### src/rtl/sfft_pkg.sv
`default_nettype none
package sfft_pkg;

  localparam int MAX_LOG_SLOTS = 10;
  localparam int SLOT_DEPTH    = 1024;
  localparam int SLOT_AW       = 10;
  localparam int TW_W          = 32;
  localparam int QCOS_LAST     = 1024;
  localparam int ANG_W         = 12;
  localparam logic [63:0] PI_Q61 = 64'h6487ED5110B4611A;

  typedef enum logic [1:0] {
    CMD_LOAD = 2'd0,
    CMD_RUN  = 2'd1,
    CMD_READ = 2'd2,
    CMD_NOP  = 2'd3
  } cmd_t;

  typedef enum logic [1:0] {
    STAT_OK    = 2'd0,
    STAT_RANGE = 2'd1,
    STAT_SAT   = 2'd2
  } stat_t;

  typedef enum logic {
    REG_LOG_SIZE = 1'b0,
    REG_INVERSE  = 1'b1
  } cfg_reg_t;

  typedef enum logic [3:0] {
    ST_IDLE,
    ST_RD_WAIT,
    ST_BR_RI,
    ST_BR_RJ,
    ST_BR_WI,
    ST_BR_WJ,
    ST_BF_RA,
    ST_BF_RB,
    ST_BF_CAP,
    ST_BF_MUL,
    ST_BF_WA,
    ST_BF_WB,
    ST_SC_R,
    ST_SC_W,
    ST_DONE
  } fsm_t;

  typedef struct packed {
    logic       load;
    logic       inv;
    logic       mul_en;
    logic [1:0] mul_sel;
    logic       acc_en;
    logic [1:0] acc_sel;
  } bfly_ctl_t;

  typedef logic signed [TW_W-1:0] qcos_tbl_t [0:QCOS_LAST];

  // quarter-wave cosine in Q1.30 from a Q61 Taylor series, evaluated at elaboration
  function automatic qcos_tbl_t build_qcos();
    qcos_tbl_t          t;
    logic [63:0]        x;
    logic [63:0]        term;
    logic [63:0]        ku;
    logic [127:0]       pr;
    logic signed [63:0] acc;
    logic [63:0]        accu;
    for (int k = 0; k <= QCOS_LAST; k++) begin
      ku   = 64'(k);
      x    = ku * (PI_Q61 >> 11) + ((ku * (PI_Q61 & 64'h7FF)) >> 11);
      term = 64'd1 << 61;
      acc  = signed'(term);
      for (int n = 1; n <= 32; n++) begin
        pr   = {64'd0, term} * {64'd0, x};
        term = pr[124:61] / 64'(n);
        if ((n & 3) == 2) begin
          acc = acc - signed'(term);
        end else if ((n & 3) == 0) begin
          acc = acc + signed'(term);
        end
      end
      if (acc < 0) begin
        acc = 64'sd0;
      end
      accu = unsigned'(acc) + (64'd1 << 30);
      t[k] = signed'(32'(accu >> 31));
    end
    return t;
  endfunction

  function automatic logic [SLOT_AW-1:0] bitrev10(input logic [SLOT_AW-1:0] v);
    logic [SLOT_AW-1:0] r;
    for (int b = 0; b < SLOT_AW; b++) begin
      r[b] = v[SLOT_AW-1-b];
    end
    return r;
  endfunction

endpackage
`default_nettype wire

### src/rtl/sfft_bfly.sv
`default_nettype none
module sfft_bfly
  import sfft_pkg::*;
#(
  parameter int DW = 32
) (
  input  wire logic                   clk,
  input  wire bfly_ctl_t              ctl,
  input  wire logic [2*DW-1:0]        a_i,
  input  wire logic [2*DW-1:0]        b_i,
  input  wire logic signed [TW_W-1:0] cos_i,
  input  wire logic signed [TW_W-1:0] sin_i,
  output logic [2*DW-1:0]             a_o,
  output logic [2*DW-1:0]             b_o,
  output logic                        sat_o
);

  localparam int EW = DW + 4;
  localparam int PW = DW + TW_W;
  localparam int AW = DW + 33;
  localparam int VW = DW + 3;
  localparam logic signed [AW-1:0] RND = AW'(1) << 29;

  function automatic logic [DW:0] sat_dw(input logic signed [EW-1:0] x);
    logic [EW-DW:0] hi;
    hi = x[EW-1:DW-1];
    if (&hi || !(|hi)) begin
      return {1'b0, x[DW-1:0]};
    end else if (x[EW-1]) begin
      return {1'b1, 1'b1, {(DW-1){1'b0}}};
    end else begin
      return {1'b1, 1'b0, {(DW-1){1'b1}}};
    end
  endfunction

  logic signed [DW-1:0] a_re_in, a_im_in, b_re_in, b_im_in;
  logic signed [DW-1:0] ar_r, ai_r, br_r, bi_r, vr_r, vi_r;
  logic                 dsat_r;
  logic [DW:0]          d_re, d_im;
  logic signed [DW-1:0] opx;
  logic signed [TW_W-1:0] opy;
  logic signed [PW-1:0] prod_r;
  logic signed [AW-1:0] accr_r, acci_r, pext;
  logic signed [VW-1:0] v_re, v_im;
  logic signed [EW-1:0] sa_re, sa_im, sb_re, sb_im;
  logic [DW:0]          ra_re, ra_im, rb_re, rb_im;

  assign a_re_in = a_i[2*DW-1:DW];
  assign a_im_in = a_i[DW-1:0];
  assign b_re_in = b_i[2*DW-1:DW];
  assign b_im_in = b_i[DW-1:0];

  assign d_re = sat_dw(EW'(a_re_in) - EW'(b_re_in));
  assign d_im = sat_dw(EW'(a_im_in) - EW'(b_im_in));

  always_comb begin
    unique case (ctl.mul_sel)
      2'd0:    begin opx = vr_r; opy = cos_i; end
      2'd1:    begin opx = vi_r; opy = sin_i; end
      2'd2:    begin opx = vr_r; opy = sin_i; end
      default: begin opx = vi_r; opy = cos_i; end
    endcase
  end

  assign pext = AW'(prod_r);

  always_ff @(posedge clk) begin
    if (ctl.load) begin
      ar_r <= a_re_in;
      ai_r <= a_im_in;
      br_r <= b_re_in;
      bi_r <= b_im_in;
      // the inverse rotates the saturated difference
      vr_r   <= ctl.inv ? signed'(d_re[DW-1:0]) : b_re_in;
      vi_r   <= ctl.inv ? signed'(d_im[DW-1:0]) : b_im_in;
      dsat_r <= ctl.inv & (d_re[DW] | d_im[DW]);
    end
    if (ctl.mul_en) begin
      prod_r <= PW'(opx) * PW'(opy);
    end
    if (ctl.acc_en) begin
      unique case (ctl.acc_sel)
        2'd0:    accr_r <= pext;
        2'd1:    accr_r <= accr_r - pext;
        2'd2:    acci_r <= pext;
        default: acci_r <= acci_r + pext;
      endcase
    end
  end

  // round half up from Q46 to Q16
  assign v_re = VW'((accr_r + RND) >>> 30);
  assign v_im = VW'((acci_r + RND) >>> 30);

  always_comb begin
    if (ctl.inv) begin
      sa_re = EW'(ar_r) + EW'(br_r);
      sa_im = EW'(ai_r) + EW'(bi_r);
      sb_re = EW'(v_re);
      sb_im = EW'(v_im);
    end else begin
      sa_re = EW'(ar_r) + EW'(v_re);
      sa_im = EW'(ai_r) + EW'(v_im);
      sb_re = EW'(ar_r) - EW'(v_re);
      sb_im = EW'(ai_r) - EW'(v_im);
    end
  end

  assign ra_re = sat_dw(sa_re);
  assign ra_im = sat_dw(sa_im);
  assign rb_re = sat_dw(sb_re);
  assign rb_im = sat_dw(sb_im);

  assign a_o   = {ra_re[DW-1:0], ra_im[DW-1:0]};
  assign b_o   = {rb_re[DW-1:0], rb_im[DW-1:0]};
  assign sat_o = ra_re[DW] | ra_im[DW] | rb_re[DW] | rb_im[DW] | (ctl.inv & dsat_r);

endmodule
`default_nettype wire

### config.mk
export PLATFORM = sky130hd
export DESIGN_NAME = sfft_bfly
export DESIGN_NICKNAME = d
export VERILOG_FILES = /design/src/rtl/sfft_pkg.sv /design/src/rtl/sfft_bfly.sv
export SDC_FILE = /design/constraint.sdc
export NUM_CORES = 2
export LEC_CHECK = 0
export BUFFER_PORTS_ARGS = -buffer_cell sky130_fd_sc_hd__buf_2
export CAP_MARGIN = 40
export CORE_ASPECT_RATIO = 2
export CORE_MARGIN = 2
export CORE_UTILIZATION = 30
export CTS_CLUSTER_DIAMETER = 80
export DETAILED_ROUTE_END_ITERATION = 10
export GPL_TIMING_DRIVEN = 1
export HOLD_SLACK_MARGIN = 0.06
export PLACE_DENSITY = 0.56
export SYNTH_ARGS = -nofsm -noshare
export SYNTH_HDL_FRONTEND = slang
export SYNTH_SLANG_ARGS = --single-unit
export TNS_END_PERCENT = 50
### constraint.sdc
create_clock -name clk -period 18.9 [get_ports clk]
set_input_delay 0.945 -clock clk [delete_from_list [all_inputs] [get_ports clk]]
set_output_delay 0.945 -clock clk [all_outputs]
set_load 0.01 [all_outputs]
==> impl_metrics.py <==
metrics = {
    "sta": {
        "slew_headroom": 0.269,
        "drv_slew": 0,
        "worst_slew_pin_slew_ns": 1.09,
        "setup_viol": 0,
        "rsz0062_at_grt": "no",
        "hold_violations": 0,
        "timing.final.crit_period_ns": 11.66,
        "max_freq_ghz": 0.0858,
        "period_share": 0.617,
        "fin_worst_skew_ns": 0.0875,
        "fin_setup_tns_ns": 0,
    },
    "die": {
        "core_area_um2": 245000,
        "io-pin-count": 330,
        "die_w_um": 355,
        "die_area_um2": 250000,
        "std_cell_rows": 257,
        "die_y_um": 706,
        "start_util": 0.302,
    },
    "clock_tree": {
        "ctsLongestPathBuffers": 3,
        "clock_latency_ns": 0.69,
        "cts-root-buf": "clkbuf_16",
        "cts_hold_buf": 0,
        "path_clk_slew_ns": 0.08,
        "cts_resized": 0,
        "tritoncts": "built",
        "post_cts_buffers": 0,
        "tritoncts.num_buffers": 40,
        "cts_max_level": 2,
        "clock-sinks": 387,
    },
    "routing": {
        "drt-total-wl_um": 302000,
        "wl_per_cell_um": 25.4,
        "antenna_left": 0,
        "drt-pass1-iter-count": 8,
        "drtIter0Drc": 4672,
        "route.vias.total": 63582,
        "avgViaCountPerCell": 5.35,
        "drc": 0,
    },
    "hold_path": {
        "hp-class": "primary input to flip-flop",
    },
    "yosys": {
        "synth.most_common_cell": "inv_1",
        "synth.area.top_cells": "fa_1 30%, edfxtp_1 16%, ha_1 9.9%",
        "yosysTopAreaCellShare": 0.296,
        "yosysUniqueCellTypes": 83,
        "synth_nets": 10367,
        "synth_cells": 8490,
        "synthFlopType": "edfxtp_1",
        "syn_area_um2": 73800,
        "yosys_warnings": 0,
        "async_flop_share": 0,
        "ys_ff_latch": 387,
        "avgSynthCellArea_um2": 8.69,
        "synth-edff-count": 387,
        "yosysTopAreaCell": "fa_1",
        "synth_commonest_cells": "1305 x inv_1, 1092 x fa_1, 927 x nor2_1",
        "ys_seq_area_frac": 0.157,
    },
    "critical_path": {
        "cp_slowest_cell": "mux2i_4",
        "critPathLaunchType": "primary input",
        "slowest_delay_ns": 0.81,
        "cpMostUsedCell": "fa_1",
        "cp-end-kind": "flip-flop",
        "path_delay_family": "adder cells",
        "cp_num_buf_inv": 5,
        "cp.required_ns": 19.32,
        "crit_fanout": 38,
        "worst_ep_arrival_time_ns": 12.08,
        "crit_type": "primary input to flip-flop",
    },
    "placed_design": {
        "place.gp.congestion": 1.02,
        "io_buffers": 329,
        "dp_hpwl_um": 250000,
        "dpl_cell_area_um2": 79700,
    },
    "finish": {
        "fin_nets": 10490,
        "top_regs": "acci_r (65), accr_r (65), prod_r (64)",
        "syn_to_final_growth_pct": 9.77,
        "fin_area_um2": 81000,
        "multi_input_area_um2": 56400,
        "seqCellArea_um2": 11600,
        "drive_above_1_share": 0.0796,
        "num-fill-cells": 25512,
    },
    "global_routing": {
        "grt_antenna_before_repair": 17,
        "grt_pass1_vias": 66938,
        "overflow": 0,
        "grt_max_degree": 109,
        "globalRouteTotalUtil": 0.237,
        "grt_pass1_wl_um": 435000,
    },
    "run_status": {
        "status": "finished, final reports clean",
    },
    "job": {
        "drv_cap": 0,
    },
}
placed cells by master, fill, tap and decap left out, types with 180 or more instances in the layout:
master	instances
o21ai_0	497
buf_2	329
inv_1	1304
xnor2_1	295
a21oi_1	583
fa_1	1092
nand2_1	826
ha_1	583
edfxtp_1	387
nor2_1	925
a21o_1	180
path summary, 6_finish.rpt:
path	from	endpoint	slack, ns	cells after the start
setup reg to reg	vr_r[19]	prod_r[62]	8.51	26
hold / removal	a_i[18]	ai_r[18]	0.45	1
hold reg to reg	prod_r[4]	accr_r[4]	0.62	2
setup / recovery	ctl[3]	prod_r[62]	7.24	29
cells by family after synthesis:
| logic type | after synthesis | synth area share |
|---|---|---|
| and+or+nand+nor | 2343 | 0.137 |
| DFF | 387 | 0.157 |
| xor gates and xnor gates | 467 | 0.0554 |
| muxes | 136 | 0.0195 |
| AOI/OAI and AO/OA | 1809 | 0.150 |
| adders and majority gates | 1679 | 0.396 |
| buffers and inverters | 1669 | 0.0851 |
through the flow:
step / setup slack (ns) / hold WS, ns / util / std cells
final: 7.24 / 0.450 / 0.331 / 11890
after floorplan: 9.00 / 0.552 / - / 8490
after global placement: 6.82 / 0.603 / 0.324 / 11787
after global routing: 7.00 / 0.441 / 0.331 / 11883
after detailed placement: 6.94 / 0.609 / 0.326 / 11807
after CTS: 7.67 / 0.411 / 0.331 / 11881
area by class of cell:
class | count | area share
multi-input combinational | 6434 | 0.696
sequential | 387 | 0.143
inverter | 1306 | 0.0605
tap | 3237 | 0.0500
timing repair buffer | 444 | 0.0335
clock buffer | 42 | 0.0124
clock inverter | 32 | 0.00406
antenna | 8 | 0.000247
routing by layer:
metal,up-vias,track usage,share of wire,wire length (um)
met4,8,0.190,0.096,29000
li1,28131,-,-,-
met2,2682,0.431,0.51,154000
met5,-,0,0.00015,45
met3,941,0.0329,0.059,17800
met1,31820,0.240,0.33,101000
Power is not shown: default switching activity piles up to over one toggle a cycle in this logic, so the estimate is an artifact.
